<file path="src/rtl/core/pbbs_pkg.sv">
// Shared constants, register codes and control structs for the binning block.
`timescale 1ns / 1ps
`default_nettype none

package pbbs_pkg;

  localparam int MAX_BINS_ACROSS = 256;
  localparam int MAX_FRAME_DIM   = 4096;
  localparam int MAX_BIN_SIZE    = 64;
  localparam int PIXEL_BITS      = 32;
  localparam int SUM_BITS        = 44;

  localparam int FDIM_W  = $clog2(MAX_FRAME_DIM + 1);    // frame size / bins_down reg
  localparam int POS_W   = $clog2(MAX_FRAME_DIM);        // pixel position
  localparam int BA_W    = $clog2(MAX_BINS_ACROSS + 1);  // bins_across reg, coarse column
  localparam int ADDR_W  = $clog2(MAX_BINS_ACROSS);      // accumulator address
  localparam int BS_W    = $clog2(MAX_BIN_SIZE + 1);     // bin size reg
  localparam int BCNT_W  = $clog2(MAX_BIN_SIZE);         // position inside a bin
  localparam int GROWS_W = FDIM_W + BS_W;                // bins_down * bin_height
  localparam int GCOLS_W = BA_W + BS_W;                  // bins_across * bin_width

  localparam int OUT_ROW_W = 12;
  localparam int OUT_COL_W = 8;
  localparam int IN_TDATA_W  = 32;
  localparam int OUT_TDATA_W = 64;

  localparam int CFG_W     = FDIM_W;
  localparam int CFG_IDX_W = 3;

  typedef enum logic [CFG_IDX_W-1:0] {
    REG_FRAME_WIDTH  = 3'd0,
    REG_FRAME_HEIGHT = 3'd1,
    REG_BINS_ACROSS  = 3'd2,
    REG_BINS_DOWN    = 3'd3,
    REG_BIN_WIDTH    = 3'd4,
    REG_BIN_HEIGHT   = 3'd5
  } reg_idx_t;

  typedef struct packed {
    logic [FDIM_W-1:0]  frame_width;
    logic [FDIM_W-1:0]  frame_height;
    logic [BA_W-1:0]    bins_across;
    logic [FDIM_W-1:0]  bins_down;
    logic [BS_W-1:0]    bin_width;
    logic [BS_W-1:0]    bin_height;
    logic [GROWS_W-1:0] grid_rows;
    logic [GCOLS_W-1:0] grid_cols;
  } cfg_t;

  // Per-pixel control decided by the scan counters.
  typedef struct packed {
    logic                 in_grid;
    logic                 seg_end;
    logic                 first_row;
    logic                 last_row;
    logic                 row_wrap;
    logic                 frame_done;
    logic [ADDR_W-1:0]    addr;
    logic [OUT_ROW_W-1:0] out_row;
    logic [OUT_COL_W-1:0] out_col;
  } tag_t;

endpackage

`default_nettype wire

</file>
<file path="src/rtl/core/pbbs_cfg.sv">
// Configuration registers with clamping and precomputed grid extents.
`timescale 1ns / 1ps
`default_nettype none

module pbbs_cfg (
  input  logic                             clk,
  input  logic                             rst,
  input  logic                             cfg_we,
  input  logic [pbbs_pkg::CFG_IDX_W-1:0]   cfg_addr,
  input  logic [pbbs_pkg::CFG_W-1:0]       cfg_wdata,
  output pbbs_pkg::cfg_t                   cfg
);

  localparam int CW  = pbbs_pkg::CFG_W;
  localparam int FDW = pbbs_pkg::FDIM_W;
  localparam int BAW = pbbs_pkg::BA_W;
  localparam int BSW = pbbs_pkg::BS_W;
  localparam int GRW = pbbs_pkg::GROWS_W;
  localparam int GCW = pbbs_pkg::GCOLS_W;

  function automatic logic [CW-1:0] clamp(input logic [CW-1:0] v, input logic [CW-1:0] hi);
    logic [CW-1:0] r;
    if (v == '0) r = CW'(1);
    else if (v > hi) r = hi;
    else r = v;
    return r;
  endfunction

  logic [FDW-1:0] frame_width, frame_height, bins_down;
  logic [BAW-1:0] bins_across;
  logic [BSW-1:0] bin_width, bin_height;
  logic [GRW-1:0] grid_rows;
  logic [GCW-1:0] grid_cols;

  logic [CW-1:0] fdim_val, ba_val, bs_val;

  always_comb begin
    fdim_val = clamp(cfg_wdata[FDW-1:0], CW'(pbbs_pkg::MAX_FRAME_DIM));
    ba_val   = clamp(CW'(cfg_wdata[BAW-1:0]), CW'(pbbs_pkg::MAX_BINS_ACROSS));
    bs_val   = clamp(CW'(cfg_wdata[BSW-1:0]), CW'(pbbs_pkg::MAX_BIN_SIZE));
  end

  always_ff @(posedge clk) begin
    if (rst) begin
      frame_width  <= FDW'(1024);
      frame_height <= FDW'(1024);
      bins_across  <= BAW'(64);
      bins_down    <= FDW'(64);
      bin_width    <= BSW'(16);
      bin_height   <= BSW'(16);
    end else if (cfg_we) begin
      unique case (cfg_addr)
        pbbs_pkg::REG_FRAME_WIDTH:  frame_width  <= fdim_val[FDW-1:0];
        pbbs_pkg::REG_FRAME_HEIGHT: frame_height <= fdim_val[FDW-1:0];
        pbbs_pkg::REG_BINS_ACROSS:  bins_across  <= ba_val[BAW-1:0];
        pbbs_pkg::REG_BINS_DOWN:    bins_down    <= fdim_val[FDW-1:0];
        pbbs_pkg::REG_BIN_WIDTH:    bin_width    <= bs_val[BSW-1:0];
        pbbs_pkg::REG_BIN_HEIGHT:   bin_height   <= bs_val[BSW-1:0];
        default: ;
      endcase
    end
  end

  // Grid extents follow the registers in the next cycle.
  always_ff @(posedge clk) begin
    if (rst) begin
      grid_rows <= GRW'(1024);
      grid_cols <= GCW'(1024);
    end else begin
      grid_rows <= GRW'(bins_down) * GRW'(bin_height);
      grid_cols <= GCW'(bins_across) * GCW'(bin_width);
    end
  end

  always_comb begin
    cfg.frame_width  = frame_width;
    cfg.frame_height = frame_height;
    cfg.bins_across  = bins_across;
    cfg.bins_down    = bins_down;
    cfg.bin_width    = bin_width;
    cfg.bin_height   = bin_height;
    cfg.grid_rows    = grid_rows;
    cfg.grid_cols    = grid_cols;
  end

endmodule

`default_nettype wire

</file>
<file path="config.mk">
export PLATFORM = sky130hd
export DESIGN_NAME = pbbs_cfg
export DESIGN_NICKNAME = d
export VERILOG_FILES = /design/src/rtl/core/pbbs_pkg.sv /design/src/rtl/core/pbbs_cfg.sv
export SDC_FILE = /design/constraint.sdc
export NUM_CORES = 1
export LEC_CHECK = 0
export BUFFER_PORTS_ARGS = -buffer_cell sky130_fd_sc_hd__buf_2
export CELL_PAD_IN_SITES_DETAIL_PLACEMENT = 0
export CELL_PAD_IN_SITES_GLOBAL_PLACEMENT = 2
export CORE_MARGIN = 2
export CORE_UTILIZATION = 38
export CTS_CLUSTER_DIAMETER = 30
export DETAILED_ROUTE_END_ITERATION = 8
export GPL_ROUTABILITY_DRIVEN = 0
export PLACE_DENSITY = 0.88
export SETUP_SLACK_MARGIN = 0.05
export SLEW_MARGIN = 15
export SYNTH_ARGS = -nofsm -noshare
export SYNTH_HDL_FRONTEND = slang
export SYNTH_SLANG_ARGS = --single-unit
</file>
<file path="constraint.sdc">
create_clock -name clk -period 10.9 [get_ports clk]
set_input_delay 2.18 -clock clk [delete_from_list [all_inputs] [get_ports clk]]
set_output_delay 2.18 -clock clk [all_outputs]
set_load 0.005 [all_outputs]
</file>
# Word level (Yosys, flattened, before mapping)
# Index checks and enable logic that the tools add are counted.
dict set report word_totals {
  regBits 98
  in_bits 19
  out_inout_bits 98
  elab_cells 34
}
dict set report classes {
  n_mul 2
  n_lt_le_gt_ge 3
  n_eq_ne 5
  mux 6
  reduce_logical 10
}
# cell n
set ops {}
lappend ops {{$mux 13} 2}
lappend ops {{$mul 13x7->20} 1}
lappend ops {{$mux 9} 2}
lappend ops {{$mul 9x7->16} 1}
lappend ops {{$mux 7} 2}
lappend ops {{$gt 13x13->1 const B} 1}
lappend ops {{$logic_not 13->1} 1}
lappend ops {{$reduce_and 2->1} 6}
lappend ops {{$gt 9x9->1 const B} 1}
lappend ops {{$logic_not 9->1} 1}
lappend ops {{$gt 7x7->1 const B} 1}
lappend ops {{$logic_not 7->1} 1}
lappend ops {{$eq 3x2->1 const B} 2}
lappend ops {{$eq 3x3->1 const B} 2}
lappend ops {{$eq 3x1->1 const B} 1}
lappend ops {{$logic_not 3->1} 1}

# Longest topological paths before layout
# Gate-level depths: netlist of run 1.
dict set report depth {
  word_depth 3
  mapped_depth 16
  depth_no_buf 15
}

# Least setup slack after synthesis of run 1
# OpenSTA, ideal clock, no wires.
dict set report synth_timing {
  kind {reg2reg}
  startpoint {register bin_width[6]}
  endpoint {register grid_cols[13]}
  setup_time_ns 0.121
  arrival_time_ns 4.402
  required_time_ns 10.779
  slack_ns 6.377
  stages_incl_launch_ff 15
  path_buffers 1
  period_less_slack_ns 4.523
  cell_sequence {dfxtp_1 -> clkbuf_1 -> nand2_1 -> fa_1 -> inv_1 -> fa_1 -> fa_1 -> inv_1 -> fa_1 -> inv_1 -> ha_1 -> a21o_1 -> o31a_1 -> o41ai_1 -> mux2_2}
}
dict set report synth_via {
  elab_chain_len 1
}
# element line
set synth_lines {}
lappend synth_lines {{start: declaration} pbbs_cfg.sv:31} ;# logic [BSW-1:0] bin_width, bin_height;
lappend synth_lines {{start signal: assignment} pbbs_cfg.sv:57} ;# pbbs_pkg::REG_BIN_WIDTH: bin_width <= bs_val[BSW-1:0];
lappend synth_lines {{$mul 9x7->16} pbbs_cfg.sv:71} ;# grid_cols <= GCW'(bins_across) * GCW'(bin_width);
lappend synth_lines {{end signal: assignment} pbbs_cfg.sv:71}
lappend synth_lines {{end: declaration} pbbs_cfg.sv:33} ;# logic [GCW-1:0] grid_cols;
# No other way between the ends.
# A chain may end at the register's enable or synchronous reset.

# Worst setup path in the final report of run 1
dict set report layout_timing {
  startpoint {register bins_across[0]}
  endpoint {register grid_cols[13]}
}
dict set report layout_via {
  elab_chain_len 1
}
# element line
set layout_lines {}
lappend layout_lines {{start: declaration} pbbs_cfg.sv:30} ;# logic [BAW-1:0] bins_across;
lappend layout_lines {{start signal: assignment} pbbs_cfg.sv:55} ;# pbbs_pkg::REG_BINS_ACROSS: bins_across <= ba_val[BAW-1:0];
lappend layout_lines {{$mul 9x7->16} pbbs_cfg.sv:71}
# No other way between the ends.

==> impl_metrics.ini, run 1 <==
[job]
drv_cap = 0

[clocking]
cts_root_buffer = clkbuf_16
clk_pin_slew_ns = 0.09
clockBufferDepth = 2
numCtsBuffers = 9
cts.htree.levels = 3
cts_tree = built
clock_latency_ns = 0.36
postCtsResizedCells = 0
post-cts-setup-buffers = 0
cts_sinks = 98
cts_hold_buf = 0

[global_route]
grt_max_degree = 68
antenna_found_initial = 0
grt_pass1_vias = 6449
gr-total-overflow = 0
grt_usage_pct = 18.2
grt_pass1_wl_um = 32600

[yosys]
syn_area_um2 = 8270
ys_types = 54
synthCells = 957
avgSynthCellArea_um2 = 8.64
ys_top_cells_by_area = dfxtp_1 (24%), fa_1 (21%), ha_1 (11%)
ys_seq_area_share_pct = 23.7
synth_edf_count = 0
yosysTopAreaCell = dfxtp_1
yosys_register_bits = 98
async_reset_ff_share_pct = 0
yosys.area.top_type_share_pct = 23.7
syn-num-nets = 1136
synthFlopType = dfxtp_1
yosysWarnings = 0

[cells_and_area]
area_growth_pct = 13.1
nets = 1225
finish.utilization_pct = 44.1
final_common_cell = nand2_1
multi_input_area_um2 = 5730
regArea_um2 = 1960
fillerInstances = 2178
final_cell_mix = nand2_1 (137), buf_2 (115), inv_1 (114)
drive_gt1_share_pct = 13.8
num_antenna_cells = 0

[power_and_ir_drop]
p_leak_uw = 0.00473
ir_drop_mv = 0.0798
pwr_density_cell_nw_per_um2 = 80.4

[floorplanning]
die_y_um = 152
std_cell_rows = 53
die-width_um = 152
core-area_um2 = 21200
boundaryPins = 117
start_util_pct = 39.0
die-area_um2 = 23000

[detailed_routing]
wl_per_cell_um = 15.7
dr_total_vias = 6730
firstDrtPassIters = 4
drt_iter0_drc = 248
drt-total-wl_um = 20800
antenna_left = 0
via_per_inst = 5.08
drc = 0

[sta]
period_share_pct = 43.3
hold_violations = 0
relSlewSlack_pct = 52.3
fin_hold_ws_ns = 0.455
setup_violations = 0
rsz0062_at_grt = no
tns_ns = 0
slew_violations = 0
skew_ns = 0.0108
worst_pin_slew_ns = 0.715
fmax_mhz = 212
min_period_ns = 4.72

[worst_setup_path]
crit_fanout = 9
crit_path_end_kind = flop
critPathLaunchType = flop
cp.arrival_ns = 4.98
cp_data_required_time_ns = 11.16
path_class = flop to flop

[run_status]
status = finished, final reports clean

[placement]
dp_hpwl_um = 16000
io_buffers = 116

[worst_hold_path]
min_path_type = flop to flop
cell type report:
type / count / share of cell area [%]
clock inverter: 7 / 0.723
timing repair buffer: 117 / 6.32
tap: 275 / 3.68
multi-input combinational: 706 / 61.3
clock buffer: 9 / 2.41
inverter: 114 / 4.58
sequential: 98 / 21.0
worst max-delay path: stages (launching register included):
cell	delay, ns
dfxtp_1	0.57
nand2_1	0.14
fa_1	0.53
fa_1	0.55
inv_1	0.06
fa_1	0.53
inv_1	0.06
fa_1	0.54
inv_1	0.04
ha_1	0.33
nand3_1	0.10
o22ai_1	0.12
o31a_1	0.29
o41ai_1	0.39
mux2_2	0.38
where the power goes:
part           total [uW]  switching, uW  internal, uW  leakage, uW
combinational        55.8           35.4          20.4      0.00380
clock                 325            164           161     0.000141
sequential            371           8.11           363     0.000792
sequential cells by signal, indices dropped and copies added (netlist names):
| name | cells |
|---|---|
| grid_cols | 16 |
| bin_width | 7 |
| bins_across | 9 |
| bin_height | 7 |
| frame_height | 13 |
| frame_width | 13 |
| bins_down | 13 |
| grid_rows | 20 |
routing by layer:
layer  share of wire (%)  global-route usage [%]  vias up  routed length (um)
li1                    -                       -     3263                   -
met1                  44                    23.9     3329                9230
met2                  51                    31.4      117               10500
met3                 3.7                    3.29       21                 772
met4                 1.3                    4.21        0                 271
met5                   0                       0        -                   0
kinds of logic after synthesis:
logic type / share of synthesized area [%]
adders and majority gates: 32.2
buffers and inverters: 6.95
AOI/OAI and AO/OA: 11.1
and+or+nand+nor: 22.0
DFF: 23.7
xor gates and xnor gates: 1.80
muxes: 2.24
final timing paths:
kind                               start                     endpoint  slack (ns)  cells past startpoint
max          bins_across[0]$_SDFFE_PP0P_     grid_cols[13]$_SDFF_PP0_        6.18                     14
min          frame_width[9]$_SDFFE_PP0P_  frame_width[9]$_SDFFE_PP0P_        0.45                      2
max reg2reg  bins_across[0]$_SDFFE_PP0P_     grid_cols[13]$_SDFF_PP0_        6.18                     14
min reg2reg  frame_width[9]$_SDFFE_PP0P_  frame_width[9]$_SDFFE_PP0P_        0.45                      2
cells in the mapped netlist (12+ instances only):
master and count:
dfxtp_1 98, inv_1 114, o21ai_0 12, nor2_1 61, a21oi_1 66, clkbuf_1 35
mux2i_1 14, nor2b_1 25, ha_1 72, fa_1 88, and2_1 93, nand3_1 14
nand2_1 137
stage by stage:
step                area (um^2)  power (uW)  cells  worst slack (ns)
floorplan                  8270         412    957              6.38
global placement           9060         436   1310              6.18
detailed placement         9060         436   1310              6.13
CTS                        9350         764   1326              6.12
global route               9350         784   1326              5.91
finish                     9350         752   1326              6.18
Note: power is estimated with default switching activity, not from simulation.
==> run 2: changes to the inputs <==
- ABC_AREA: unset -> 1
- CORE_UTILIZATION: 38 -> 33
- PLACE_DENSITY: 0.88 -> 0.83
- clock period: 10.9 -> 4.75 ns (I/O delays scaled with it)
==> run 2 against run 1 <==
Compared with the run above: cell count increased by 21%; critical endpoint is now grid_cols[11]$_SDFF_PP0_; die area increased by 17%; non-clock buffer count rose by 10; hold slack gained 0.010 ns; synthesized area up 2.3%; clock skew up 0.0012 ns; setup slack worse by 5.8 ns; wire length is 11% higher; count of clock-buffer cells in the layout grew 1; largest power group unchanged.
==> impl_metrics.ini, run 2 <==
[detailed_routing]
drt-total-wl_um = 23100
wl_per_cell_um = 14.4
firstDrtPassIters = 7
drc = 0
via_per_inst = 4.55
drt_iter0_drc = 397
antenna_left = 0
dr_total_vias = 7332

[floorplanning]
die_y_um = 164
std_cell_rows = 58
start_util_pct = 33.6
core-area_um2 = 25200
die-width_um = 164
boundaryPins = 117
die-area_um2 = 26900

[cells_and_area]
fillerInstances = 2713
final_common_cell = nand2_1
drive_gt1_share_pct = 12.1
largest_reg_flops = 20
final_cell_mix = nand2_1 (302), inv_1 (262), buf_2 (116)
stdcell_area_um2 = 9650
num_antenna_cells = 0
nets = 1455
area_growth_pct = 14.1
top_register = grid_rows
top_regs = grid_rows (20), grid_cols (16)

[yosys]
ys_top_cells_by_area = dfxtp_1 (23%), fa_1 (21%), nand2_1 (13%)
async_reset_ff_share_pct = 0
syn-num-nets = 1371
avgSynthCellArea_um2 = 7.10
synth_edf_count = 0
yosysTopAreaCell = dfxtp_1
synthTopCellsByCount = nand2_1 (302), inv_1 (263), nor2_1 (106)
synthCells = 1192
yosys.area.top_type_share_pct = 23.2
yosysWarnings = 0
post-synth-top-count-cell = nand2_1
ys_types = 30
syn_area_um2 = 8460
synthFlopType = dfxtp_1
ys_seq_area_share_pct = 23.2
yosys_register_bits = 98

[worst_setup_path]
cp.arrival_ns = 4.65
cp_data_required_time_ns = 5.04
path_class = flop to flop
critPathLaunchType = flop
crit_path_end_kind = flop
crit_fanout = 11

[clocking]
cts_hold_buf = 0
clk_pin_slew_ns = 0.09
cts.htree.levels = 3
numCtsBuffers = 9
clockBufferDepth = 2
clock_latency_ns = 0.37
cts_sinks = 98
cts_root_buffer = clkbuf_16
cts_tree = built
post-cts-setup-buffers = 0

[placement]
dpl_cell_area_um2 = 9330
dp_hpwl_um = 17800
io_buffers = 116

[sta]
fin_hold_ws_ns = 0.465
worst_pin_slew_ns = 0.623
rsz0062_at_grt = no
setup_violations = 0
slew_violations = 0
period_share_pct = 91.7
skew_ns = 0.0120
relSlewSlack_pct = 58.3
fmax_mhz = 230
min_period_ns = 4.36
hold_violations = 0
tns_ns = 0

[global_route]
grt_usage_pct = 18.5
grt_pass1_wl_um = 39100
grt_max_degree = 56
antenna_found_initial = 0
gr-total-overflow = 0
grt_pass1_vias = 7576

[run_status]
status = finished, final reports clean

[power_and_ir_drop]
p_leak_uw = 0.00576
pwr_density_cell_nw_per_um2 = 199
ir_drop_mv = 0.135

[job]
drv_cap = 0

[worst_hold_path]
min_path_type = flop to flop
[run 2: worst max-delay path, cell delays in order (launching register included)]
cell,delay (ns)
dfxtp_1,0.60
nand2_1,0.19
fa_1,0.53
fa_1,0.54
inv_1,0.05
fa_1,0.56
inv_1,0.07
fa_1,0.54
inv_1,0.05
ha_1,0.37
a21oi_1,0.24
nand2_1,0.16
nand2_1,0.09
nand2_1,0.06
nand2_1,0.05
nand2_1,0.04
nor2_1,0.14
[run 2: layout make-up]
cell class                      count  area, um^2  share of cell area, %
Inverter                          265         995                   10.3
Clock buffer                       10         239                   2.48
Clock inverter                      6        77.6                  0.804
Sequential cell                    98        1960                   20.3
Timing Repair Buffer              127         663                   6.87
Multi-Input combinational cell    775        5300                   54.9
Tap cell                          330         413                   4.28
[run 2: logic make-up (layout without fill, tap and decap cells)]
logic type      after synthesis  count (layout)  share of synthesized area (%)
compound gates              155             155                           9.62
flops                        98              98                           23.2
fa+ha+maj                   160             160                           31.5
xor+xnor                      4               4                          0.414
simple gates                456             456                           21.1
buf+inv                     319             408                           14.2
[run 2: what timing repair did]
item,CTS,global route
endpoints found under the hold margin,0,0
resized for setup,0,2
endpoints found under the setup margin,0,1
[run 2: path summary, 6_finish.rpt]
| path | startpoint | to | slack [ns] | cells past startpoint |
|---|---|---|---|---|
| max | bin_width[6]$_SDFFE_PP0P_ | grid_cols[11]$_SDFF_PP0_ | 0.39 | 16 |
| min | frame_height[10]$_SDFFE_PP1P_ | frame_height[10]$_SDFFE_PP1P_ | 0.47 | 2 |
| max reg2reg | bin_width[6]$_SDFFE_PP0P_ | grid_cols[11]$_SDFF_PP0_ | 0.39 | 16 |
| min reg2reg | frame_height[10]$_SDFFE_PP1P_ | frame_height[10]$_SDFFE_PP1P_ | 0.47 | 2 |
[run 2: per-layer routing]
metal	vias to the layer above	GRT usage, %	wire length [um]
met1	3453	24.8	11400
met5	-	0	0
li1	3731	-	-
met2	130	31.0	10500
met4	0	4.47	267
met3	18	3.06	965
[run 2: per-stage QoR]
| step | setup slack (ns) | util, % | std cells | power (uW) |
|---|---|---|---|---|
| 6_report | 0.393 | 38.3 | 1611 | 1920 |
| 5_1_grt | 0.134 | 38.3 | 1611 | 2010 |
| 4_1_cts | 0.340 | 38.3 | 1611 | 1940 |
| 3_5_place_dp | 0.356 | 37.1 | 1595 | 1110 |
| 3_3_place_gp | 0.368 | 37.1 | 1595 | 1110 |
| 2_1_floorplan | 0.738 | - | 1192 | 1020 |
[run 2: where the power goes]
| group | total (uW) | switching [uW] | leakage (uW) | internal [uW] |
|---|---|---|---|---|
| clock network | 828 | 392 | 0.000154 | 436 |
| registers | 881 | 36.1 | 0.000796 | 844 |
| logic | 209 | 133 | 0.00481 | 76.7 |
| total | 1920 | 561 | 0.00576 | 1360 |
