[src/rtl/core/pbbs_pkg.sv]
// Shared constants, register codes and control structs for the binning block.
`timescale 1ns / 1ps
`default_nettype none

package pbbs_pkg;

  localparam int MAX_BINS_ACROSS = 256;
  localparam int MAX_FRAME_DIM   = 4096;
  localparam int MAX_BIN_SIZE    = 64;
  localparam int PIXEL_BITS      = 32;
  localparam int SUM_BITS        = 44;

  localparam int FDIM_W  = $clog2(MAX_FRAME_DIM + 1);    // frame size / bins_down reg
  localparam int POS_W   = $clog2(MAX_FRAME_DIM);        // pixel position
  localparam int BA_W    = $clog2(MAX_BINS_ACROSS + 1);  // bins_across reg, coarse column
  localparam int ADDR_W  = $clog2(MAX_BINS_ACROSS);      // accumulator address
  localparam int BS_W    = $clog2(MAX_BIN_SIZE + 1);     // bin size reg
  localparam int BCNT_W  = $clog2(MAX_BIN_SIZE);         // position inside a bin
  localparam int GROWS_W = FDIM_W + BS_W;                // bins_down * bin_height
  localparam int GCOLS_W = BA_W + BS_W;                  // bins_across * bin_width

  localparam int OUT_ROW_W = 12;
  localparam int OUT_COL_W = 8;
  localparam int IN_TDATA_W  = 32;
  localparam int OUT_TDATA_W = 64;

  localparam int CFG_W     = FDIM_W;
  localparam int CFG_IDX_W = 3;

  typedef enum logic [CFG_IDX_W-1:0] {
    REG_FRAME_WIDTH  = 3'd0,
    REG_FRAME_HEIGHT = 3'd1,
    REG_BINS_ACROSS  = 3'd2,
    REG_BINS_DOWN    = 3'd3,
    REG_BIN_WIDTH    = 3'd4,
    REG_BIN_HEIGHT   = 3'd5
  } reg_idx_t;

  typedef struct packed {
    logic [FDIM_W-1:0]  frame_width;
    logic [FDIM_W-1:0]  frame_height;
    logic [BA_W-1:0]    bins_across;
    logic [FDIM_W-1:0]  bins_down;
    logic [BS_W-1:0]    bin_width;
    logic [BS_W-1:0]    bin_height;
    logic [GROWS_W-1:0] grid_rows;
    logic [GCOLS_W-1:0] grid_cols;
  } cfg_t;

  // Per-pixel control decided by the scan counters.
  typedef struct packed {
    logic                 in_grid;
    logic                 seg_end;
    logic                 first_row;
    logic                 last_row;
    logic                 row_wrap;
    logic                 frame_done;
    logic [ADDR_W-1:0]    addr;
    logic [OUT_ROW_W-1:0] out_row;
    logic [OUT_COL_W-1:0] out_col;
  } tag_t;

endpackage

`default_nettype wire

[src/rtl/core/pbbs_scan.sv]
// Raster position counters: classify each incoming pixel against the bin grid.
`timescale 1ns / 1ps
`default_nettype none

module pbbs_scan (
  input  logic            clk,
  input  logic            rst,
  input  pbbs_pkg::cfg_t  cfg,
  input  logic            accept,
  output pbbs_pkg::tag_t  tag
);

  localparam int POSW = pbbs_pkg::POS_W;
  localparam int FDW  = pbbs_pkg::FDIM_W;
  localparam int BAW  = pbbs_pkg::BA_W;
  localparam int BSW  = pbbs_pkg::BS_W;
  localparam int BCW  = pbbs_pkg::BCNT_W;
  localparam int GRW  = pbbs_pkg::GROWS_W;
  localparam int GCW  = pbbs_pkg::GCOLS_W;
  localparam int AW   = pbbs_pkg::ADDR_W;
  localparam int ORW  = pbbs_pkg::OUT_ROW_W;
  localparam int OCW  = pbbs_pkg::OUT_COL_W;

  logic [POSW-1:0] pixel_column, pixel_row;
  logic [BCW-1:0]  column_in_bin, row_in_bin;
  logic [BAW-1:0]  coarse_column;
  logic [FDW-1:0]  coarse_row;

  logic [POSW-1:0] pixel_column_next, pixel_row_next;
  logic [BCW-1:0]  column_in_bin_next, row_in_bin_next;
  logic [BAW-1:0]  coarse_column_next;
  logic [FDW-1:0]  coarse_row_next;

  logic row_in_grid, in_grid, seg_end, last_row, pcol_end, prow_end;

  always_comb begin
    row_in_grid = (GRW'(pixel_row) < cfg.grid_rows) && (coarse_row < cfg.bins_down);
    in_grid     = row_in_grid && (GCW'(pixel_column) < cfg.grid_cols)
                  && (coarse_column < cfg.bins_across);
    seg_end     = in_grid && ((BSW'(column_in_bin) + BSW'(1)) >= cfg.bin_width);
    last_row    = (BSW'(row_in_bin) + BSW'(1)) >= cfg.bin_height;
    pcol_end    = (FDW'(pixel_column) + FDW'(1)) >= cfg.frame_width;
    prow_end    = (FDW'(pixel_row) + FDW'(1)) >= cfg.frame_height;

    tag.in_grid    = in_grid;
    tag.seg_end    = seg_end;
    tag.first_row  = (row_in_bin == '0);
    tag.last_row   = last_row;
    tag.row_wrap   = pcol_end;
    tag.frame_done = ((coarse_row + FDW'(1)) >= cfg.bins_down)
                     && ((coarse_column + BAW'(1)) >= cfg.bins_across);
    tag.addr       = coarse_column[AW-1:0];
    tag.out_row    = coarse_row[ORW-1:0];
    tag.out_col    = coarse_column[OCW-1:0];
  end

  always_comb begin
    pixel_column_next  = pixel_column;
    pixel_row_next     = pixel_row;
    column_in_bin_next = column_in_bin;
    row_in_bin_next    = row_in_bin;
    coarse_column_next = coarse_column;
    coarse_row_next    = coarse_row;

    if (in_grid) begin
      if (seg_end) begin
        column_in_bin_next = '0;
        coarse_column_next = coarse_column + BAW'(1);
      end else begin
        column_in_bin_next = column_in_bin + BCW'(1);
      end
    end

    if (pcol_end) begin
      if (prow_end) begin
        // frame complete: everything back to the origin
        pixel_column_next  = '0;
        pixel_row_next     = '0;
        column_in_bin_next = '0;
        row_in_bin_next    = '0;
        coarse_column_next = '0;
        coarse_row_next    = '0;
      end else begin
        pixel_column_next  = '0;
        column_in_bin_next = '0;
        coarse_column_next = '0;
        if (row_in_grid) begin
          if (last_row) begin
            row_in_bin_next = '0;
            coarse_row_next = coarse_row + FDW'(1);
          end else begin
            row_in_bin_next = row_in_bin + BCW'(1);
          end
        end
        pixel_row_next = pixel_row + POSW'(1);
      end
    end else begin
      pixel_column_next = pixel_column + POSW'(1);
    end
  end

  always_ff @(posedge clk) begin
    if (rst) begin
      pixel_column  <= '0;
      pixel_row     <= '0;
      column_in_bin <= '0;
      row_in_bin    <= '0;
      coarse_column <= '0;
      coarse_row    <= '0;
    end else if (accept) begin
      pixel_column  <= pixel_column_next;
      pixel_row     <= pixel_row_next;
      column_in_bin <= column_in_bin_next;
      row_in_bin    <= row_in_bin_next;
      coarse_column <= coarse_column_next;
      coarse_row    <= coarse_row_next;
    end
  end

endmodule

`default_nettype wire

[config.mk]
export PLATFORM = sky130hd
export DESIGN_NAME = pbbs_scan
export DESIGN_NICKNAME = d
export VERILOG_FILES = /design/src/rtl/core/pbbs_pkg.sv /design/src/rtl/core/pbbs_scan.sv
export SDC_FILE = /design/constraint.sdc
export NUM_CORES = 1
export LEC_CHECK = 0
export ABC_AREA = 1
export BUFFER_PORTS_ARGS = -buffer_cell sky130_fd_sc_hd__buf_2
export CAP_MARGIN = 30
export CORE_MARGIN = 1
export CORE_UTILIZATION = 61
export CTS_CLUSTER_SIZE = 24
export DETAILED_ROUTE_END_ITERATION = 12
export PLACE_DENSITY_LB_ADDON = 0.15
export SYNTH_ARGS = -nofsm -noshare
export SYNTH_HDL_FRONTEND = slang
export SYNTH_SLANG_ARGS = --single-unit
[constraint.sdc]
create_clock -name clk -period 6.3 [get_ports clk]
set_clock_uncertainty 0.1 [all_clocks]
set_input_delay 0.945 -clock clk [delete_from_list [all_inputs] [get_ports clk]]
set_output_delay 0.945 -clock clk [all_outputs]
set_load 0.01 [all_outputs]
# Word level (Yosys, flattened, before mapping)
# Index checks and enable logic that the tools add are counted.
# word_totals
register_bits	58
output_inout_bits	34
# classes
n_addsub	10
order_cmp	10
muxes	14
reduce_logical	15
# op_table
operator	count
greater-or-equal comparator 13 bit	3
two-way mux 13 bit	3
two-way mux 6 bit	6
two-way mux 9 bit	3
adder 12 x 1 -> 13 bit (second input constant)	2
adder 12 x 1 -> 12 bit (second input constant)	2
two-way mux 12 bit	2
less-than comparator 12 x 20 -> 1 bit	1
less-than comparator 12 x 16 -> 1 bit	1
adder 6 x 1 -> 7 bit (second input constant)	2
greater-or-equal comparator 7 bit	2
adder 13 x 1 -> 13 bit (second input constant)	1
less-than comparator 13 bit	1
adder 6 x 1 -> 6 bit (second input constant)	2
adder 9 x 1 -> 9 bit (second input constant)	1
greater-or-equal comparator 9 bit	1
less-than comparator 9 bit	1
nonzero test 2 bit	4
zero test 6 bit	1
AND reduction 3 bit	2
logical AND 1 bit	5
AND reduction 2 bit	2
AND reduction 4 bit	1

# Logic depth before layout (Yosys ltp)
# Gate-level depths: netlist (run 1).
# depth
word_depth	8
mapped_depth	23

# Worst setup path after synthesis (run 1)
# Ideal clock, no wire load.
# synth_path
kind	reg-to-output
startpoint	register coarse_row[1]
endpoint	output port tag[28] (netlist name)
arrival_ps	2502
required_time_ps	5255
setup_slack_ps	2753
stages_incl_launch_ff	16
path_buffers	0
path_cell_list	dfxtp_1 -> ha_1 -> nand2_1 -> nor2_1 -> nand3_1 -> nor2_1 -> nand2_1 -> nor2_2 -> nand3_1 -> xnor2_1 -> ha_1 -> nand2_1 -> or4_1 -> nor3_1 -> o21ai_0 -> inv_1
# synth_rtl
item	line	rtl
from (decl)	pbbs_scan.sv:27	logic [FDW-1:0] coarse_row;
from (signal assigned)	pbbs_scan.sv:116	coarse_row <= coarse_row_next;
to (decl)	pbbs_scan.sv:10	output pbbs_pkg::tag_t tag

==> run summary, run 1 <==
outcome -> complete, no violations
number of synthesized flops with an enable pin -> 0
max incr delay on CP -> 0.50 ns
hpwl dp -> 11200 microns
Arr. time, crit path -> 3.25 ns
post-synthesis instance total -> 954
CTS Sinks -> 58
crit-path most repeated cell -> nand2_1
Final nets -> 1263
Synth area leader -> ha_1
drt wl/cell -> 11.5 microns
crit-path max FO -> 5
FILL cells -> 909
R2R Path End -> coarse_row[12]$_SDFFE_PP0P_
crit path to -> tag[28]
busiest metal layer after global routing -> met2
library cells used by synthesis -> 42
routed via count -> 5943
slack of the worst reg-to-reg path -> 2.34 ns
synth top area cells -> ha_1, dfxtp_1, nand2_1
Pwr Density -> 130 nW/um^2
initial antenna violation count -> 0
hold depth -> 2
most common cell in the netlist -> nand2_1
Seq/Total Area, Yosys -> 18.2%
final setup violation count -> 0
max-slew violations -> 0
maximum root-to-sink buffer count -> 2
Final Critical Period -> 4.29 ns
initial DRC count -> 214
vias per inst -> 5.02
YS warnings -> 0
final hold viol count -> 0
Initial Util -> 64.0%
Rows -> 36
Worst Setup End Kind -> primary output
max_slew headroom -> 37.3%
Total Routed Length -> 13700 microns
non-filler instance count after layout -> 1185
top cells by count, synth -> nand2_1, inv_1, ha_1, a21oi_1, nor2_1
Port-buffer cells -> 134
Final TNS setup -> 0 ns
Static Leakage -> 0.00422 uW
drc violations -> 0
GRT met1 Usage -> 32.8%
GRT Util Overall -> 26.4%
Worst-Margin Slew -> 0.940 ns
Worst Path Class, Setup -> flop to primary output
num ports -> 135
met3 Use GR -> 3.95%
ant diodes -> 0
H-tree Lvls -> 3
Post-CTS Resized -> 0
Placed Area -> 6870 sq um
critical path's slowest cell -> or4_1
#FFs+latches synth -> 58
period utilisation layout -> 68.1%
# Post-CTS Setup Buffers -> 0
Inst Count DP -> 1170
Area Growth Syn to Fin -> 10.5%
Min-Delay Path Class -> flop to flop
GP Congestion -> 0.906
FMAX -> 233 MHz
die area -> 10900 sq um
synthesized net count -> 1169
worst reg2reg path startpoint -> pixel_column[0]$_SDFFE_PP0P_
VDD IR-drop max -> 0.0876 mV
RSZ-0062 raised after global routing -> false
drt pass-1 iters -> 5
Setup crit start -> coarse_row[1]$_SDFFE_PP0P_
GR Layer Usage met2 -> 48.2%
cts hold-fix bufs -> 0
Worst-Skew Late Latency -> 0.33 ns
clock-pin slew on the worst setup and hold paths -> 0.07 ns
vias in the first global route -> 5571
die height -> 104 microns
largest net degree at the start of global routing -> 32
WP data required -> 5.25 ns
Syn Std Cell Area -> 6370 sq um
first-pass GRT wire length -> 24000 microns
Core Region -> 9950 sq um
Die Wd -> 104 microns
total CTS buffers -> 9
ys flop type -> dfxtp_1
Overflow after GRT -> 0
final instance area -> 7040 sq um
Yosys top cell area share -> 22.4%
Syn Area/Cell -> 6.68 sq um
clock root cell -> clkbuf_8
R2R depth -> 21
worst-path cell chain -> ha_1 > nand2_1 > nor2_1 > nand3_1 > nor2_1 > nand2_1 > nor2_2 > nand3_1 > xnor2_1 > ha_1 > nand2_1 > or4_1 > nor3_1 > o21ai_0 > inv_1 > buf_2
Critical Path Start Type -> flop
layout cells sized above 1 -> 17.1%
antenna-violating nets left -> 0
Max-Cap Viols -> 0
CTS tree -> done
asr flop ratio synth -> 0%
[cell usage in the layout, fill, tap and decap left out, drive strengths merged]
| master | Yosys | routed |
|---|---|---|
| a21oi | 90 | 90 |
| xor2 | 38 | 38 |
| nor3b | 1 | 1 |
| buf | 41 | 134 |
| clkbuf | 10 | 12 |
| a41o | 1 | 1 |
| nand2 | 187 | 187 |
| or4 | 1 | 1 |
| o21ai | 30 | 30 |
| clkinv | 1 | 4 |
| or2 | 2 | 2 |
| nand3 | 57 | 57 |
| xnor2 | 5 | 5 |
| o21bai | 3 | 3 |
| a211oi | 4 | 4 |
| ha | 114 | 114 |
| a21boi | 1 | 1 |
| nand4 | 16 | 16 |
| nand3b | 6 | 6 |
| dfxtp | 58 | 58 |
| nor2 | 82 | 82 |
| nor3 | 16 | 16 |
| o21a | 2 | 2 |
| a21o | 1 | 1 |
| a22oi | 2 | 2 |
| a31o | 2 | 2 |
| inv | 183 | 183 |
[logic make-up (layout without fill, tap and decap cells)]
family | after synthesis | in the layout | share of synthesized area [%]
AOI/OAI and AO/OA | 136 | 136 | 12.0
buffers and inverters | 235 | 333 | 16.2
DFF | 58 | 58 | 18.2
and+or+nand+nor | 368 | 368 | 25.3
xor gates and xnor gates | 43 | 43 | 5.91
adders and majority gates | 114 | 114 | 22.4
[critical path, delay by kind of cell (launching register included)]
kind / cells / cell delay (ns)
compound gates: 1 / 0.12
xor+xnor: 1 / 0.16
fa+ha+maj: 2 / 0.52
buf+inv: 2 / 0.19
flops: 1 / 0.42
simple gates: 10 / 1.51
[final cells by class]
class | count | area (sq um) | share of cell area, %
Clock inverter | 3 | 15.0 | 0.213
Clock buffer | 12 | 155 | 2.20
Tap cell | 133 | 166 | 2.36
Inverter | 184 | 694 | 9.86
Multi-Input combinational cell | 661 | 4180 | 59.3
Timing Repair Buffer | 134 | 671 | 9.53
Sequential cell | 58 | 1160 | 16.5
[registers in the layout (all words and copies together), names as in the netlist]
name / cells
coarse_column: 9
pixel_row: 12
column_in_bin: 6
row_in_bin: 6
coarse_row: 13
pixel_column: 12
[power by group]
part | internal, uW | switching, uW
Sequential | 378 | 15.5
Combinational | 94.0 | 126
Clock | 160 | 145
Total | 632 | 286
[per-stage QoR]
step | util, % | total power [uW] | setup slack (ns) | hold slack, ns
2_1_floorplan | - | 560 | 2.75 | 0.370
3_3_place_gp | 69.0 | 616 | 2.49 | 0.393
3_5_place_dp | 69.0 | 621 | 2.36 | 0.395
4_1_cts | 70.7 | 925 | 2.01 | 0.404
5_1_grt | 70.7 | 977 | 1.66 | 0.429
6_report | 70.7 | 918 | 2.01 | 0.399
[worst min path at each step]
stage / endpoint / from / slack, ns
2_1_floorplan: row_in_bin[5]$_SDFFE_PP0P_ / row_in_bin[5]$_SDFFE_PP0P_ / 0.37
3_3_place_gp: pixel_column[3]$_SDFFE_PP0P_ / pixel_column[3]$_SDFFE_PP0P_ / 0.39
3_5_place_dp: row_in_bin[5]$_SDFFE_PP0P_ / row_in_bin[5]$_SDFFE_PP0P_ / 0.40
4_1_cts: row_in_bin[5]$_SDFFE_PP0P_ / row_in_bin[5]$_SDFFE_PP0P_ / 0.40
5_1_grt: row_in_bin[5]$_SDFFE_PP0P_ / row_in_bin[5]$_SDFFE_PP0P_ / 0.43
6_report: row_in_bin[5]$_SDFFE_PP0P_ / row_in_bin[5]$_SDFFE_PP0P_ / 0.40
[routing by layer]
metal | up-vias | wire [microns] | share of wire [%]
li1 | 3216 | - | -
met1 | 2598 | 6450 | 47
met2 | 119 | 6630 | 48
met3 | 10 | 509 | 3.7
met4 | 0 | 90 | 0.66
met5 | - | 0 | 0
Power figures use the tool's default switching activity.
==> run 2: changes to the inputs <==
- CORE_UTILIZATION: 61 -> 51
- clock period: 6.3 -> 3.8 ns (I/O delays scaled with it)
==> run summary, run 2 (synthesis results as in run 1) <==
CTS Sinks -> 58
FILL cells -> 1213
cts hold-fix bufs -> 0
max_slew headroom -> 36.0%
Worst-Margin Slew -> 0.959 ns
Core Region -> 12100 sq um
Worst Path Class, Setup -> flop to primary output
final setup violation count -> 0
worst min-delay path startpoint -> pixel_column[0]$_SDFFE_PP0P_
antenna-violating nets left -> 0
initial DRC count -> 287
non-filler instance count after layout -> 1233
clock root cell -> clkbuf_16
worst reg2reg path startpoint -> pixel_column[0]$_SDFFE_PP0P_
H-tree Lvls -> 3
area of the multi-input gates -> 4260 sq um
Pwr Density -> 236 nW/um^2
VDD IR-drop max -> 0.165 mV
most frequent cells in the layout -> nand2_1, inv_1, buf_2
Min-Delay Path Class -> flop to flop
CTS tree -> done
first-pass GRT wire length -> 23600 microns
FMAX -> 265 MHz
Critical Path Start Type -> flop
Rows -> 40
ant diodes -> 0
Reg area -> 1170 sq um
drc violations -> 0
total CTS buffers -> 9
largest registers -> coarse_row: 13 flops, pixel_column: 12 flops, pixel_row: 12 flops
vias per inst -> 4.79
Largest register FFs -> 13
die height -> 114 microns
commonest non-fill, non-tap cell in the layout -> nand2_1
Final nets -> 1277
period utilisation layout -> 99.3%
Worst-Skew Late Latency -> 0.32 ns
RSZ-0062 raised after global routing -> true
slack of the worst reg-to-reg path -> 0.39 ns
Area Growth Syn to Fin -> 15.7%
crit-path max FO -> 4
Arr. time, crit path -> 3.10 ns
hpwl dp -> 11100 microns
vias in the first global route -> 5348
Setup crit start -> coarse_row[1]$_SDFFE_PP0P_
outcome -> complete, no violations
Total Routed Length -> 14300 microns
Worst Setup End Kind -> primary output
Overflow after GRT -> 0
Inst Count DP -> 1210
drt pass-1 iters -> 4
Initial Util -> 52.6%
final hold viol count -> 0
WP data required -> 3.13 ns
maximum root-to-sink buffer count -> 2
num ports -> 135
GP Congestion -> 0.860
Max-Cap Viols -> 0
Die Wd -> 114 microns
Reg with most FFs -> coarse_row
GRT Util Overall -> 22.3%
Port-buffer cells -> 134
layout cells sized above 1 -> 19.6%
max-slew violations -> 0
Static Leakage -> 0.00437 uW
Final Critical Period -> 3.77 ns
largest net degree at the start of global routing -> 32
die area -> 12900 sq um
drt wl/cell -> 11.6 microns
initial antenna violation count -> 0
routed via count -> 5904
Final TNS setup -> 0 ns
clock-pin slew on the worst setup and hold paths -> 0.05 ns
## run 2: changes by cell type in the layout (fill, tap and decap cells not counted), moves of 3 or more
cell,delta
dfxtp_2,+3
dfxtp_1,-5
clkinv_2,-3
buf_4,+14
xnor2_1,-3
clkbuf_8,-10
clkbuf_16,+9
xnor2_2,+3
clkbuf_1,+3
## run 2: through the flow
stage               power (uW)  hold WS, ns  setup WS [ns]  area, sq um  util, %
floorplan                  929        0.370          0.628         6370        -
global placement          1030        0.395          0.349         6950     57.4
detailed placement        1030        0.395          0.249         6950     57.4
CTS                       1750        0.403        0.00200         7210     59.5
global route              1840        0.420         -0.154         7370     60.8
finish                    1740        0.382         0.0262         7370     60.8
## run 2: worst max-delay path, stage by stage (launching register included)
cell	delay, ns
dfxtp_4	0.37
ha_4	0.16
nand2_4	0.06
nor2_4	0.12
nand3_2	0.08
nor2_1	0.12
nand2_1	0.11
nor2_2	0.17
nand3_2	0.10
xnor2_2	0.16
ha_1	0.31
nand2_2	0.06
or4_4	0.50
nor3_2	0.18
o21ai_1	0.09
inv_1	0.07
buf_2	0.12
## run 2: repair_timing
item	4_1_cts	5_1_grt
endpoints found under the hold margin	0	0
resized for setup	2	24
pin swaps	0	11
setup buffers	0	9
endpoints found under the setup margin	1	28
## run 2: area by class of cell
type | instances | area share [%]
well taps | 168 | 2.85
flip-flops and latches | 58 | 15.9
clock buffers | 14 | 3.45
repair buffers | 148 | 10.5
inverters | 184 | 9.43
multi-input cells | 661 | 57.8
## run 2: worst paths after layout
path                                                      to  cells past startpoint
worst max-delay path                                 tag[28]                     16
worst min-delay path            pixel_column[0]$_SDFFE_PP0P_                      1
worst max register to register   coarse_row[12]$_SDFFE_PP0P_                     21
worst min register to register  pixel_column[0]$_SDFFE_PP0P_                      1
## run 2: report_power, final
group	total [uW]	switching, uW	internal (uW)
Combinational	369	211	159
Clock	714	262	452
Sequential	653	25.4	627
Total	1740	498	1240
## run 2: metal layers
| layer | wire (microns) | part of all wire (%) | track usage [%] |
|---|---|---|---|
| met1 | 6990 | 49 | 29.1 |
| met5 | 0 | 0 | 0 |
| met3 | 531 | 3.7 | 3.56 |
| met2 | 6650 | 47 | 38.7 |
| met4 | 97 | 0.68 | 4.30 |
==> run 3: changes to the inputs <==
- CORE_MARGIN: 1 -> 5
- SETUP_SLACK_MARGIN: unset -> 0.3
==> run summary, run 3 (synthesis results as in run 1) <==
outcome -> complete, no violations
crit-path max FO -> 4
first-pass GRT wire length -> 25100 microns
max-slew violations -> 0
max_slew headroom -> 33.0%
Static Leakage -> 0.00449 uW
ant diodes -> 0
cts hold-fix bufs -> 0
Reg with most FFs -> coarse_row
largest net degree at the start of global routing -> 32
CTS tree -> done
most frequent cells in the layout -> nand2_1, inv_1, buf_2
total CTS buffers -> 9
Die Wd -> 122 microns
Power Total -> 1780 uW
GP Congestion -> 0.825
Inst Count DP -> 1211
GRT Util Overall -> 20.4%
Port-buffer cells -> 134
FMAX -> 276 MHz
Arr. time, crit path -> 2.95 ns
period utilisation layout -> 95.4%
hold endpoint -> pixel_column[3]$_SDFFE_PP0P_
Area Growth Syn to Fin -> 20.6%
R2R Path End -> coarse_row[3]$_SDFFE_PP0P_
worst reg2reg path startpoint -> pixel_column[0]$_SDFFE_PP0P_
Largest register FFs -> 13
H-tree Lvls -> 3
slack of the worst reg-to-reg path -> 0.48 ns
vias per inst -> 4.86
Initial Util -> 52.6%
clock-pin slew on the worst setup and hold paths -> 0.05 ns
final hold viol count -> 0
R2R depth -> 23
Worst Setup End Kind -> primary output
Pwr Density -> 232 nW/um^2
Total Routed Length -> 15300 microns
commonest non-fill, non-tap cell in the layout -> nand2_1
RSZ-0062 raised after global routing -> true
Worst Slack Setup Final -> 0.176 ns
non-filler instance count after layout -> 1252
die height -> 122 microns
Overflow after GRT -> 0
Core Region -> 12100 sq um
worst min-delay path startpoint -> pixel_column[3]$_SDFFE_PP0P_
Worst-Skew Late Latency -> 0.33 ns
hold depth -> 2
maximum root-to-sink buffer count -> 2
WP data required -> 3.13 ns
Max-Cap Viols -> 0
CTS Sinks -> 58
Final TNS setup -> 0 ns
Min-Delay Path Class -> flop to flop
die area -> 14800 sq um
clock root cell -> clkbuf_16
num ports -> 135
layout cells sized above 1 -> 23.3%
initial DRC count -> 296
VDD IR-drop max -> 0.174 mV
hpwl dp -> 11700 microns
Final nets -> 1295
antenna-violating nets left -> 0
final setup violation count -> 0
initial antenna violation count -> 0
drc violations -> 0
drt pass-1 iters -> 4
Setup WS pre-CTS -> 0.286 ns
largest registers -> coarse_row: 13 flops, pixel_column: 12 flops, pixel_row: 12 flops
Worst Path Class, Setup -> flop to primary output
Worst-Margin Slew -> 1.00 ns
drt wl/cell -> 12.2 microns
routed via count -> 6089
Critical Path Start Type -> flop
Rows -> 40
Final Critical Period -> 3.62 ns
vias in the first global route -> 5770
[run 3: cell types whose count changed in the layout (fill, tap and decap cells not counted), moves of 3 or more]
cell      delta
buf_4       +13
clkbuf_1     -3
nor2_1       -3
dfxtp_2      +5
dfxtp_1      -6
ha_4         +3
nand2_1      -5
nand2_2      +3
buf_6        +4
ha_1         -3
[run 3: layout make-up]
class	instances	area, sq um
sequential	58	1180
fill	1223	4430
multi-input combinational	661	4360
tap	168	210
clock inverter	3	15.0
inverter	184	698
timing repair buffer	166	958
clock buffer	12	256
[run 3: timing repair]
action	CTS	global route
cloned	0	1
endpoints found under the setup margin	16	48
resized for setup	14	47
setup buffers	11	14
pin swaps	12	24
[run 3: how the worst max path moves through the flow]
stage                                 startpoint                          end  slack (ns)  cells after the start
floorplan             coarse_row[1]$_SDFFE_PP0P_                      tag[28]        0.63                     15
global placement      coarse_row[0]$_SDFFE_PP0P_                      tag[28]        0.33                     16
detailed placement  pixel_column[0]$_SDFFE_PP0P_  coarse_row[12]$_SDFFE_PP0P_        0.29                     22
CTS                   coarse_row[0]$_SDFFE_PP0P_                      tag[28]        0.10                     16
global route          coarse_row[0]$_SDFFE_PP0P_                      tag[28]      -0.003                     16
finish                coarse_row[0]$_SDFFE_PP0P_                      tag[28]        0.18                     16
[run 3: stage by stage]
| step | instance area [sq um] | hold slack (ns) | util, % |
|---|---|---|---|
| final | 7680 | 0.387 | 63.5 |
| after global routing | 7680 | 0.410 | 63.5 |
| after CTS | 7350 | 0.389 | 60.7 |
| after detailed placement | 6960 | 0.400 | 57.4 |
| after global placement | 6960 | 0.391 | 57.4 |
| after floorplan | 6370 | 0.370 | - |
[run 3: routing by layer]
metal,track usage [%],part of all wire (%),up-vias
li1,-,-,3280
met1,26.5,47,2641
met2,34.8,47,146
met3,3.57,4.6,22
met4,5.46,1.5,0
met5,0,0,-
[run 3: critical path, cell delays in order (launching register included)]
cell and delay, ns:
dfxtp_4 0.36, ha_4 0.15, nand2_4 0.06, nor2_4 0.11
nand3_2 0.09, nor2_1 0.10, nand2_1 0.09, nor2_2 0.12
nand3_1 0.09, xnor2_1 0.15, ha_1 0.29, nand2_1 0.07
or4_1 0.50, nor3_1 0.14, o21ai_1 0.10, inv_1 0.06
buf_2 0.12
[run 3: power breakdown]
group | switching, uW | internal (uW)
combinational | 215 | 165
sequential | 25.8 | 627
clock | 279 | 469
